[src/design/qrs_pkg.sv]
package qrs_pkg;

	// default structural parameters
	localparam int HP_WINDOW_DEF     = 5;
	localparam int LP_WINDOW_DEF     = 30;
	localparam int THRESH_WINDOW_DEF = 250;
	localparam int RAND_RANGE_DEF    = 1024;

	// field and register widths
	localparam int SAMPLE_W   = 10;
	localparam int DRAW_W     = 10;
	localparam int GAIN_W     = 16;
	localparam int HOLD_W     = 10;
	localparam int DATA_W     = 32;
	localparam int HP_W       = 16;
	localparam int SQ_W       = 23;
	localparam int ALPHA_W    = 13;
	localparam int MUL_W      = 32;
	localparam int CFG_IDX_W  = 2;
	localparam int CFG_DATA_W = 16;

	// forgetting factor range in Q0.16
	localparam int ALPHA_MIN  = 655;
	localparam int ALPHA_SPAN = 5898;

	// register reset values
	localparam logic [GAIN_W-1:0] HP_GAIN_RST     = 16'd13107;
	localparam logic [GAIN_W-1:0] PEAK_WEIGHT_RST = 16'd11469;
	localparam logic [HOLD_W-1:0] HOLDOFF_RST     = 10'd100;

	// configuration register indexes
	typedef enum logic [CFG_IDX_W-1:0] {
		CFG_HP_GAIN     = 2'd0,
		CFG_PEAK_WEIGHT = 2'd1,
		CFG_HOLDOFF     = 2'd2
	} cfg_idx_t;

	// input and result payloads
	typedef struct packed {
		logic [SAMPLE_W-1:0] sample;
		logic [DRAW_W-1:0]   rand_draw;
	} item_t;

	typedef struct packed {
		logic              beat_flag;
		logic [DATA_W-1:0] energy;
		logic [DATA_W-1:0] threshold_now;
	} result_t;

	// operand pairs of the shared multiplier
	typedef enum logic [2:0] {
		MUL_OLD   = 3'd0,
		MUL_HP    = 3'd1,
		MUL_ALPHA = 3'd2,
		MUL_SQ    = 3'd3,
		MUL_AG    = 3'd4,
		MUL_PEAK  = 3'd5,
		MUL_THR   = 3'd6
	} mul_sel_t;

	// controller to datapath
	typedef struct packed {
		mul_sel_t mul_sel;
		logic     take_item;
		logic     save_old;
		logic     form_hp;
		logic     push_hp;
		logic     acc_energy;
		logic     decide;
		logic     clear_peak;
		logic     save_a;
		logic     set_thr;
		logic     load_out;
	} cmd_t;

	// datapath to controller
	typedef struct packed {
		logic upd;
		logic out_free;
	} status_t;

endpackage

[src/design/qrs_ctrl.sv]
module qrs_ctrl (
	input  logic              clk,
	input  logic              arst_n,
	input  logic              sample_valid,
	output logic              sample_stall,
	input  qrs_pkg::status_t  status,
	output qrs_pkg::cmd_t     cmd
);

	typedef enum logic [9:0] {
		ST_IDLE = 10'b0000000001,
		ST_HPM  = 10'b0000000010,
		ST_HPV  = 10'b0000000100,
		ST_SQR  = 10'b0000001000,
		ST_ACC  = 10'b0000010000,
		ST_DEC  = 10'b0000100000,
		ST_UPA  = 10'b0001000000,
		ST_UPB  = 10'b0010000000,
		ST_UPC  = 10'b0100000000,
		ST_DONE = 10'b1000000000
	} state_t;

	state_t state_q, state_d;

	// only the idle state takes an item
	assign sample_stall = (state_q != ST_IDLE);

	// next state and commands
	always_comb begin
		state_d     = state_q;
		cmd         = '0;
		cmd.mul_sel = qrs_pkg::MUL_OLD;
		unique case (state_q)
			ST_IDLE: begin
				if (sample_valid) begin
					cmd.take_item = 1'b1;
					state_d       = ST_HPM;
				end
			end
			ST_HPM: begin
				cmd.mul_sel  = qrs_pkg::MUL_HP;
				cmd.save_old = 1'b1;
				state_d      = ST_HPV;
			end
			ST_HPV: begin
				cmd.mul_sel = qrs_pkg::MUL_ALPHA;
				cmd.form_hp = 1'b1;
				state_d     = ST_SQR;
			end
			ST_SQR: begin
				cmd.mul_sel = qrs_pkg::MUL_SQ;
				cmd.push_hp = 1'b1;
				state_d     = ST_ACC;
			end
			ST_ACC: begin
				cmd.mul_sel    = qrs_pkg::MUL_AG;
				cmd.acc_energy = 1'b1;
				state_d        = ST_DEC;
			end
			ST_DEC: begin
				cmd.decide = 1'b1;
				if (status.upd) begin
					state_d = ST_UPA;
				end else if (status.out_free) begin
					cmd.load_out = 1'b1;
					state_d      = ST_IDLE;
				end else begin
					state_d = ST_DONE;
				end
			end
			ST_UPA: begin
				cmd.mul_sel    = qrs_pkg::MUL_PEAK;
				cmd.clear_peak = 1'b1;
				state_d        = ST_UPB;
			end
			ST_UPB: begin
				cmd.mul_sel = qrs_pkg::MUL_THR;
				cmd.save_a  = 1'b1;
				state_d     = ST_UPC;
			end
			ST_UPC: begin
				cmd.set_thr = 1'b1;
				if (status.out_free) begin
					cmd.load_out = 1'b1;
					state_d      = ST_IDLE;
				end else begin
					state_d = ST_DONE;
				end
			end
			ST_DONE: begin
				if (status.out_free) begin
					cmd.load_out = 1'b1;
					state_d      = ST_IDLE;
				end
			end
			default: begin
				state_d = ST_IDLE;
			end
		endcase
	end

	always_ff @(posedge clk or negedge arst_n) begin
		if (!arst_n) begin
			state_q <= ST_IDLE;
		end else begin
			state_q <= state_d;
		end
	end

endmodule

[src/design/qrs_dp.sv]
module qrs_dp #(
	parameter int HP_WINDOW     = qrs_pkg::HP_WINDOW_DEF,
	parameter int LP_WINDOW     = qrs_pkg::LP_WINDOW_DEF,
	parameter int THRESH_WINDOW = qrs_pkg::THRESH_WINDOW_DEF,
	parameter int RAND_RANGE    = qrs_pkg::RAND_RANGE_DEF
) (
	input  logic                              clk,
	input  logic                              arst_n,
	input  logic                              cfg_valid,
	input  logic [qrs_pkg::CFG_IDX_W-1:0]     cfg_index,
	input  logic [qrs_pkg::CFG_DATA_W-1:0]    cfg_data,
	input  qrs_pkg::item_t                    item,
	input  qrs_pkg::cmd_t                     cmd,
	output qrs_pkg::status_t                  status,
	input  logic                              result_stall,
	output logic                              result_valid,
	output qrs_pkg::result_t                  result_item
);

	localparam int SMP_MAX = (1 << qrs_pkg::SAMPLE_W) - 1;
	localparam int SUM_W   = $clog2(HP_WINDOW * SMP_MAX + 1);
	localparam int SUMX_W  = SUM_W + 1;
	localparam int CTR_W   = $clog2(THRESH_WINDOW + 1);
	localparam int CENTER  = (HP_WINDOW + 1) / 2;
	localparam int R_MAX   = RAND_RANGE - 1;
	localparam int ALPHA_K = qrs_pkg::DRAW_W + $clog2(RAND_RANGE);
	// ceiling reciprocal, exact floor of r*span/range for every draw
	localparam logic [63:0] ALPHA_F =
		((64'(qrs_pkg::ALPHA_SPAN) << ALPHA_K) + 64'(RAND_RANGE) - 64'd1) / 64'(RAND_RANGE);

	typedef logic [qrs_pkg::DRAW_W-1:0]  draw_t;
	typedef logic [qrs_pkg::ALPHA_W-1:0] alpha_t;
	typedef logic [CTR_W-1:0]            ctr_t;
	typedef logic [SUMX_W-1:0]           sumx_t;

	function automatic logic [qrs_pkg::HP_W-1:0] mag(input logic signed [qrs_pkg::HP_W-1:0] v);
		return v[qrs_pkg::HP_W-1] ? (~v + 16'd1) : v;
	endfunction

	// configuration registers
	logic [qrs_pkg::GAIN_W-1:0] gain_q, pw_q;
	logic [qrs_pkg::HOLD_W-1:0] hold_q;

	// filter state
	logic [qrs_pkg::SAMPLE_W-1:0]    smp_q [HP_WINDOW];
	logic [SUM_W-1:0]                hsum_q;
	logic signed [qrs_pkg::HP_W-1:0] hpl_q [LP_WINDOW];
	logic [qrs_pkg::DATA_W-1:0]      energy_q, thr_q, peak_q;
	ctr_t                            warm_q, widx_q;
	logic                            hold_act_q;
	logic [qrs_pkg::HOLD_W-1:0]      hold_cnt_q;

	// working registers
	draw_t                           draw_q;
	logic [63:0]                     prod_q;
	logic [qrs_pkg::SQ_W-1:0]        oldsq_q;
	logic signed [qrs_pkg::HP_W-1:0] hp_q;
	alpha_t                          alpha_q;
	logic [28:0]                     ag_q;
	logic [qrs_pkg::DATA_W-1:0]      ev_q, a_q;
	logic                            det_q;
	logic                            result_valid_q;
	qrs_pkg::result_t                result_q;

	// warm-up flags
	logic warm_hp, warm_lp, warm_thr;
	assign warm_hp  = 32'(warm_q) >= HP_WINDOW;
	assign warm_lp  = 32'(warm_q) >= LP_WINDOW;
	assign warm_thr = 32'(warm_q) < THRESH_WINDOW;

	// running sample sum on transfer
	sumx_t sum_new;
	assign sum_new = sumx_t'(hsum_q) + sumx_t'(item.sample)
		- (warm_hp ? sumx_t'(smp_q[HP_WINDOW-1]) : sumx_t'(0));

	// high-pass value from gain product
	logic [32:0]                     scl_t;
	logic [20:0]                     scaled;
	logic signed [22:0]              hp_diff;
	logic signed [qrs_pkg::HP_W-1:0] hp_next;
	assign scl_t   = {1'b0, prod_q[31:0]} + 33'd2048;
	assign scaled  = scl_t[32:12];
	assign hp_diff = $signed({9'b0, smp_q[CENTER], 4'b0}) - $signed({2'b0, scaled});
	always_comb begin
		if (!warm_hp) begin
			hp_next = '0;
		end else if (hp_diff > 23'sd32767) begin
			hp_next = 16'sh7FFF;
		end else if (hp_diff < -23'sd32768) begin
			hp_next = 16'sh8000;
		end else begin
			hp_next = hp_diff[qrs_pkg::HP_W-1:0];
		end
	end

	// rounded square
	logic [31:0]              sq_t;
	logic [qrs_pkg::SQ_W-1:0] sq_units;
	assign sq_t     = {1'b0, prod_q[30:0]} + 32'd128;
	assign sq_units = sq_t[30:8];

	// windowed energy
	logic [32:0]                s1, s2;
	logic [qrs_pkg::DATA_W-1:0] e_new;
	assign s1 = {1'b0, energy_q} + 33'(sq_units);
	always_comb begin
		if (!warm_lp) begin
			s2 = s1;
		end else if (s1 > 33'(oldsq_q)) begin
			s2 = s1 - 33'(oldsq_q);
		end else begin
			s2 = '0;
		end
	end
	assign e_new = s2[32] ? '1 : s2[31:0];

	// detection and window bookkeeping
	logic [qrs_pkg::DATA_W-1:0] thr1, peak1;
	logic [qrs_pkg::HOLD_W-1:0] cnt1, cnt_n;
	logic                       act1, fire, upd;
	assign thr1  = (warm_thr && (ev_q > thr_q)) ? ev_q : thr_q;
	assign peak1 = (ev_q > peak_q) ? ev_q : peak_q;
	assign cnt1  = hold_cnt_q + 10'd1;
	always_comb begin
		act1  = hold_act_q;
		cnt_n = hold_cnt_q;
		if (hold_act_q) begin
			if (cnt1 >= hold_q) begin
				act1  = 1'b0;
				cnt_n = '0;
			end else begin
				cnt_n = cnt1;
			end
		end
	end
	assign fire = (ev_q > thr1) && !act1;
	assign upd  = !fire && (32'(widx_q) >= THRESH_WINDOW);

	// threshold update terms
	logic [63:0]                ra_t, rb_t;
	logic [32:0]                t_sum;
	logic [qrs_pkg::DATA_W-1:0] thr_new;
	assign ra_t    = prod_q + 64'h8000_0000;
	assign rb_t    = prod_q + 64'h8000;
	assign t_sum   = {1'b0, a_q} + {1'b0, rb_t[47:16]};
	assign thr_new = t_sum[32] ? '1 : t_sum[31:0];

	// clamped draw
	draw_t r_cl;
	assign r_cl = (32'(draw_q) > R_MAX) ? draw_t'(R_MAX) : draw_q;

	// shared multiplier operand select
	logic [qrs_pkg::MUL_W-1:0] mul_a, mul_b;
	always_comb begin
		unique case (cmd.mul_sel)
			qrs_pkg::MUL_OLD: begin
				mul_a = 32'(mag(hpl_q[LP_WINDOW-1]));
				mul_b = 32'(mag(hpl_q[LP_WINDOW-1]));
			end
			qrs_pkg::MUL_HP: begin
				mul_a = 32'(gain_q);
				mul_b = 32'(hsum_q);
			end
			qrs_pkg::MUL_ALPHA: begin
				mul_a = 32'(r_cl);
				mul_b = ALPHA_F[31:0];
			end
			qrs_pkg::MUL_SQ: begin
				mul_a = 32'(mag(hp_q));
				mul_b = 32'(mag(hp_q));
			end
			qrs_pkg::MUL_AG: begin
				mul_a = 32'(alpha_q);
				mul_b = 32'(pw_q);
			end
			qrs_pkg::MUL_PEAK: begin
				mul_a = 32'(ag_q);
				mul_b = peak_q;
			end
			qrs_pkg::MUL_THR: begin
				mul_a = 32'(17'h10000 - 17'(alpha_q));
				mul_b = thr_q;
			end
			default: begin
				mul_a = '0;
				mul_b = '0;
			end
		endcase
	end

	logic [63:0] prod_d;
	assign prod_d = 64'(mul_a) * 64'(mul_b);

	// working registers, no reset
	always_ff @(posedge clk) begin
		prod_q <= prod_d;
		if (cmd.take_item) begin
			draw_q <= item.rand_draw;
		end
		if (cmd.save_old) begin
			oldsq_q <= sq_units;
		end
		if (cmd.form_hp) begin
			hp_q <= hp_next;
		end
		if (cmd.push_hp) begin
			alpha_q <= alpha_t'(qrs_pkg::ALPHA_MIN) + prod_q[ALPHA_K +: qrs_pkg::ALPHA_W];
		end
		if (cmd.acc_energy) begin
			ev_q <= warm_lp ? e_new : '0;
		end
		if (cmd.decide) begin
			ag_q  <= prod_q[28:0];
			det_q <= fire;
		end
		if (cmd.save_a) begin
			a_q <= ra_t[63:32];
		end
		if (cmd.load_out) begin
			result_q.beat_flag     <= cmd.decide ? fire : det_q;
			result_q.energy        <= ev_q;
			result_q.threshold_now <= cmd.set_thr ? thr_new : (cmd.decide ? thr1 : thr_q);
		end
	end

	// configuration writes
	always_ff @(posedge clk or negedge arst_n) begin
		if (!arst_n) begin
			gain_q <= qrs_pkg::HP_GAIN_RST;
			pw_q   <= qrs_pkg::PEAK_WEIGHT_RST;
			hold_q <= qrs_pkg::HOLDOFF_RST;
		end else if (cfg_valid) begin
			unique case (qrs_pkg::cfg_idx_t'(cfg_index))
				qrs_pkg::CFG_HP_GAIN:     gain_q <= cfg_data;
				qrs_pkg::CFG_PEAK_WEIGHT: pw_q   <= cfg_data;
				qrs_pkg::CFG_HOLDOFF:     hold_q <= cfg_data[qrs_pkg::HOLD_W-1:0];
				default: begin
				end
			endcase
		end
	end

	// detector state
	always_ff @(posedge clk or negedge arst_n) begin
		if (!arst_n) begin
			for (int i = 0; i < HP_WINDOW; i++) begin
				smp_q[i] <= '0;
			end
			for (int i = 0; i < LP_WINDOW; i++) begin
				hpl_q[i] <= '0;
			end
			hsum_q     <= '0;
			energy_q   <= '0;
			thr_q      <= '0;
			peak_q     <= '0;
			warm_q     <= '0;
			widx_q     <= '0;
			hold_act_q <= 1'b0;
			hold_cnt_q <= '0;
		end else begin
			// sample line and running sum on transfer
			if (cmd.take_item) begin
				smp_q[0] <= item.sample;
				for (int i = 1; i < HP_WINDOW; i++) begin
					smp_q[i] <= smp_q[i-1];
				end
				hsum_q <= sum_new[SUM_W-1:0];
			end
			// high-pass delay line
			if (cmd.push_hp) begin
				hpl_q[0] <= hp_q;
				for (int i = 1; i < LP_WINDOW; i++) begin
					hpl_q[i] <= hpl_q[i-1];
				end
			end
			if (cmd.acc_energy) begin
				energy_q <= e_new;
			end
			if (cmd.decide) begin
				if (warm_thr) begin
					warm_q <= warm_q + ctr_t'(1);
				end
				thr_q      <= thr1;
				peak_q     <= peak1;
				hold_act_q <= act1 | fire;
				hold_cnt_q <= cnt_n;
				if (!fire) begin
					widx_q <= upd ? ctr_t'(0) : widx_q + ctr_t'(1);
				end
			end
			if (cmd.clear_peak) begin
				peak_q <= '0;
			end
			if (cmd.set_thr) begin
				thr_q <= thr_new;
			end
		end
	end

	// output register
	always_ff @(posedge clk or negedge arst_n) begin
		if (!arst_n) begin
			result_valid_q <= 1'b0;
		end else if (cmd.load_out) begin
			result_valid_q <= 1'b1;
		end else if (!result_stall) begin
			result_valid_q <= 1'b0;
		end
	end

	assign status.upd      = upd;
	assign status.out_free = !result_valid_q || !result_stall;
	assign result_valid    = result_valid_q;
	assign result_item     = result_q;

endmodule

[src/design/qrs_beat_detector_unit.sv]
// QRS beat detector: one ECG sample in, one result out per sample.
// sample channel: sample_item carries a 10-bit sample and a 10-bit random
//   draw; a transfer happens when sample_valid is high and sample_stall low.
// result channel: result_item carries the detection flag, the windowed
//   energy and the threshold after this sample; same valid/stall transfer.
// cfg channel: cfg_index selects hp_gain, peak_weight or holdoff_samples,
//   written with cfg_data when cfg_valid is high; cfg_ready is always high.
//   Write only while no sample is in flight.
// Timing: one sample at a time through a single shared 32x32 multiplier.
//   A sample runs through the states HPM, HPV, SQR, ACC and DEC to the result
//   register; a sample that closes a threshold window also runs UPA, UPB and
//   UPC for two more products and their sum. A new sample is taken only in
//   idle, after the result of the last one has been loaded.
// Reset: arst_n clears all filter lines, sums, threshold and counters and
//   loads the register defaults; no clearing pass is needed.
// Stall: the result register holds while result_stall is high; a new sample
//   is still taken and runs until its result is ready, then waits.
module qrs_beat_detector_unit #(
	parameter int HP_WINDOW     = qrs_pkg::HP_WINDOW_DEF,
	parameter int LP_WINDOW     = qrs_pkg::LP_WINDOW_DEF,
	parameter int THRESH_WINDOW = qrs_pkg::THRESH_WINDOW_DEF,
	parameter int RAND_RANGE    = qrs_pkg::RAND_RANGE_DEF
) (
	input  logic                           clk,
	input  logic                           arst_n,
	input  logic                           sample_valid,
	output logic                           sample_stall,
	input  qrs_pkg::item_t                 sample_item,
	output logic                           result_valid,
	input  logic                           result_stall,
	output qrs_pkg::result_t               result_item,
	input  logic                           cfg_valid,
	output logic                           cfg_ready,
	input  logic [qrs_pkg::CFG_IDX_W-1:0]  cfg_index,
	input  logic [qrs_pkg::CFG_DATA_W-1:0] cfg_data
);

	qrs_pkg::cmd_t    cmd;
	qrs_pkg::status_t status;

	assign cfg_ready = 1'b1;

	// sequencer
	qrs_ctrl u_ctrl (
		.clk          (clk),
		.arst_n       (arst_n),
		.sample_valid (sample_valid),
		.sample_stall (sample_stall),
		.status       (status),
		.cmd          (cmd)
	);

	// filters, multiplier and output register
	qrs_dp #(
		.HP_WINDOW     (HP_WINDOW),
		.LP_WINDOW     (LP_WINDOW),
		.THRESH_WINDOW (THRESH_WINDOW),
		.RAND_RANGE    (RAND_RANGE)
	) u_dp (
		.clk          (clk),
		.arst_n       (arst_n),
		.cfg_valid    (cfg_valid),
		.cfg_index    (cfg_index),
		.cfg_data     (cfg_data),
		.item         (sample_item),
		.cmd          (cmd),
		.status       (status),
		.result_stall (result_stall),
		.result_valid (result_valid),
		.result_item  (result_item)
	);

endmodule

[config.mk]
export PLATFORM = sky130hd
export DESIGN_NAME = qrs_beat_detector_unit
export DESIGN_NICKNAME = d
export VERILOG_FILES = /design/src/design/qrs_pkg.sv /design/src/design/qrs_ctrl.sv /design/src/design/qrs_dp.sv /design/src/design/qrs_beat_detector_unit.sv
export SDC_FILE = /design/constraint.sdc
export NUM_CORES = 2
export LEC_CHECK = 0
export BUFFER_PORTS_ARGS = -buffer_cell sky130_fd_sc_hd__buf_2
export CORE_ASPECT_RATIO = 0.9
export CORE_MARGIN = 2
export CORE_UTILIZATION = 40
export DETAILED_ROUTE_END_ITERATION = 8
export MAX_ROUTING_LAYER = met4
export SLEW_MARGIN = 20
export SYNTH_ARGS = -nofsm -noshare
export SYNTH_HDL_FRONTEND = slang
export SYNTH_SLANG_ARGS = --single-unit
export TNS_END_PERCENT = 10
[constraint.sdc]
create_clock -name clk -period 16.6 [get_ports clk]
set_input_delay 3.32 -clock clk [delete_from_list [all_inputs] [get_ports clk]]
set_output_delay 3.32 -clock clk [all_outputs]
set_load 0.01 [all_outputs]
==> results.py <==
metrics = {
    "yosys": {
        "synthTopCellsByArea": "dfrtp_1 22%, fa_1 21%, nand2_1 11%, edfxtp_1 8.4%, ha_1 7.9%",
        "async_flop_share_pct": 71.6,
        "yosysTopAreaCellShare_pct": 22.2,
        "ys_seq_area_share_pct": 32.9,
        "synth_nets": 10000,
        "ys_warn_count": 0,
        "yosys.area.top_type": "dfrtp_1",
        "synthCells": 8645,
        "avgSynthCellArea_um2": 9.12,
        "synth_area_um2": 78800,
        "synth_edf_count": 220,
        "yosys_register_bits": 1004,
        "synthFlopType": "dfrtp_1",
        "synth_cell_type_count": 110,
    },
    "setup_path": {
        "path_delay_family": "adder cells",
        "start_kind": "flop",
        "worstPathRequired_ps": 17250,
        "critical_path_class": "reg -> reg",
        "max_stage_delay_ps": 1000,
        "endpoint_kind": "flop",
        "crit_top_cell": "fa_1",
        "path_max_fanout": 18,
        "crit_buf_inv": 4,
        "critical_path_arrival_ps": 13050,
        "critPathSlowestCell": "and4_1",
    },
    "place": {
        "port_buffers": 109,
        "gp_congestion": 0.968,
        "placed_cells": 11100,
        "hpwlAfterDp_mm": 191,
    },
    "timing": {
        "slew_violations": 0,
        "finalHoldViolCount": 0,
        "post-route-period-util_pct": 74.7,
        "finClkSkew_ps": 52.2,
        "worst_pin_slew_ps": 1240,
        "max_freq_ghz": 0.0806,
        "fin_setup_tns_ps": 0,
        "timing.hold.ws_ps": 407,
        "period_needed_ps": 12410,
        "rsz0062_at_grt": "no",
        "setup_viol": 0,
        "slew_headroom_pct": 17.3,
    },
    "grt": {
        "overflow": 0,
        "grt_start_max_net_pins": 234,
        "grt_pass1_wl_mm": 386,
        "antenna_found_initial": 18,
        "grt_pass1_vias": 60400,
        "grt_usage_pct": 26.3,
    },
    "pwr": {
        "ir_worst_vdd_mv": 0.0849,
        "leakage_nw": 43.0,
        "swShare_pct": 31.9,
        "p_int_w": 0.00455,
        "power_frac_seq_pct": 42.5,
        "switching_power_w": 0.00213,
        "powerDensity_nw_per_um2": 77.7,
        "power_frac_clock_pct": 37.4,
        "pwr-share-comb_pct": 20.1,
    },
    "floorplan": {
        "rows": 154,
        "fp.dieArea_um2": 201000,
        "io-pin-count": 111,
        "core-area_um2": 196000,
        "start_util_pct": 40.3,
        "die_y_um": 425,
        "die_w_um": 472,
    },
    "flow_run": {
        "max_cap_violations": 0,
    },
    "clock_network": {
        "cts_sinks": 1004,
        "hold_buffers": 0,
        "tritoncts": "yes",
        "cts_root_buffer": "clkbuf_16",
        "path_clk_slew_ps": 70,
        "h-tree-depth": 3,
        "cts_setup_buffers": 0,
        "clk_latency_ps": 780,
        "cts_buffers": 108,
        "cts_resized": 0,
        "clockBufferDepth": 3,
    },
    "finish": {
        "fillers": 19200,
        "final-instance-count-excl-fill": 11300,
        "drive_above_1_share_pct": 7.03,
        "nNetsFinal": 9960,
        "syn2layout_area_growth_pct": 8.91,
    },
    "routing": {
        "drt_first_iter_violations": 5603,
        "ant_nets": 0,
        "drt-total-wl_mm": 253,
        "vias_per_cell": 5.33,
        "first_pass_iters": 9,
        "wire_per_inst_um": 22.5,
        "route.vias.total": 60100,
        "drc": 0,
    },
    "outcome": {
        "status": "finished clean",
    },
    "worst_hold_path": {
        "hp-class": "reg -> reg",
    },
}
-- worst register-to-register path: cells and delay by family (launching register included) --
family | cells | cell delay [ps]
fa+ha+maj | 9 | 4720
buf+inv | 4 | 240
compound gates | 8 | 2340
flops | 1 | 480
simple gates | 11 | 4510
-- worst paths after layout --
check / start / slack, ps / to / cells after the start
hold / removal: u_dp.prod_q[0] / 410 / u_dp.ag_q[0] / 0
min in group asynchronous: arst_n / 2520 / u_dp.hpl_q[256] / 1
max in group asynchronous: arst_n / 11050 / u_dp.hpl_q[238] / 4
setup / recovery: u_ctrl.state_q[2] / 4190 / u_dp.prod_q[51] / 32
hold reg to reg: u_dp.prod_q[0] / 410 / u_dp.ag_q[0] / 0
setup reg to reg: u_ctrl.state_q[2] / 4190 / u_dp.prod_q[51] / 32
-- cells in the mapped netlist, drive strengths merged (10+ instances only) --
| library cell | instances |
|---|---|
| ha | 498 |
| and3 | 41 |
| a211oi | 32 |
| nor3b | 14 |
| mux2 | 75 |
| o21a | 29 |
| o211ai | 42 |
| mux2i | 32 |
| and2 | 41 |
| inv | 1052 |
| dfstp | 20 |
| a221oi | 15 |
| or2 | 19 |
| o31ai | 21 |
| dfxtp | 65 |
| nand2b | 46 |
| nor4 | 11 |
| a22o | 10 |
| o21ai | 209 |
| nor2b | 45 |
| nand3 | 99 |
| a21oi | 207 |
| dfrtp | 699 |
| nor2 | 711 |
| nand2 | 2335 |
| clkbuf | 297 |
| nand4 | 58 |
| or3 | 24 |
| a221o | 13 |
| o21bai | 27 |
| fa | 821 |
| a21o | 123 |
| a31oi | 26 |
| xor2 | 121 |
| nor3 | 57 |
| buf | 97 |
| and4 | 18 |
| xnor2 | 199 |
| a22oi | 44 |
| edfxtp | 220 |
-- flip-flops by register name, summed over array words and instances (netlist names), 32 cells and up --
name,cells
u_dp.hpl_q,480
u_dp.result_item,65
u_dp.prod_q,64
u_dp.smp_q,50
u_dp.a_q,32
u_dp.energy_q,32
u_dp.ev_q,32
u_dp.peak_q,32
u_dp.thr_q,32
-- metrics by stage --
| stage | total power, W | setup WS, ps | area (um2) | utilization (%) |
|---|---|---|---|---|
| floorplan | 0.00371 | 6330 | 78800 | - |
| global placement | 0.00418 | 4670 | 82200 | 42.0 |
| detailed placement | 0.00420 | 4510 | 82200 | 42.0 |
| CTS | 0.00672 | 4420 | 85800 | 43.8 |
| global route | 0.00698 | 3580 | 85800 | 43.8 |
| finish | 0.00667 | 4190 | 85800 | 43.8 |
-- layout by cell type (no fill, tap or decap), types with 65 or more instances in the layout --
cell type and count:
nand2_1 2334, inv_1 1050, fa_1 821, nor2_1 708, dfrtp_1 699, ha_1 498
edfxtp_1 220, a21oi_1 205, xnor2_1 197, o21ai_0 190, buf_4 125, a21o_1 123
xor2_1 120, clkbuf_16 108, buf_2 108, nand3_1 99, mux2_2 75, dfxtp_1 65
-- power groups by stage --
stage | combinational, W | clock, W | sequential [W]
floorplan | 0.000912 | 0 | 0.00280
global placement | 0.00131 | 0 | 0.00288
detailed placement | 0.00132 | 0 | 0.00288
CTS | 0.00133 | 0.00256 | 0.00283
global route | 0.00148 | 0.00265 | 0.00285
finish | 0.00134 | 0.00249 | 0.00284
-- metal layers --
| layer | share of wire, % | vias to the layer above | global-route usage, % |
|---|---|---|---|
| met5 | 0 | - | - |
| met1 | 45 | 30600 | 36.6 |
| met2 | 45 | 1918 | 39.4 |
| met4 | 2.6 | 0 | 6.84 |
| li1 | - | 27300 | - |
| met3 | 7.7 | 305 | 5.04 |
-- logic make-up after synthesis --
| kind of cell | synth area share (%) |
|---|---|
| flip-flops | 32.9 |
| multiplexers | 1.49 |
| buffers and inverters | 7.05 |
| XOR/XNOR | 3.60 |
| AND/OR/NAND/NOR | 18.5 |
| AO/OA/AOI/OAI | 7.67 |
| adder cells (fa/ha/maj) | 28.8 |
| other | 0.00476 |
-- layout make-up --
| type | count | area (um2) | area share, % |
|---|---|---|---|
| Multi-Input combinational cell | 6195 | 47500 | 55.4 |
| Sequential cell | 1004 | 25900 | 30.2 |
| Inverter | 1052 | 3950 | 4.60 |
| Tap cell | 2574 | 3220 | 3.75 |
| Clock buffer | 130 | 2870 | 3.34 |
| Timing Repair Buffer | 237 | 1550 | 1.81 |
| Clock inverter | 73 | 787 | 0.917 |
| Antenna cell | 9 | 22.5 | 0.0262 |
Note: power is estimated with default switching activity, not from simulation.
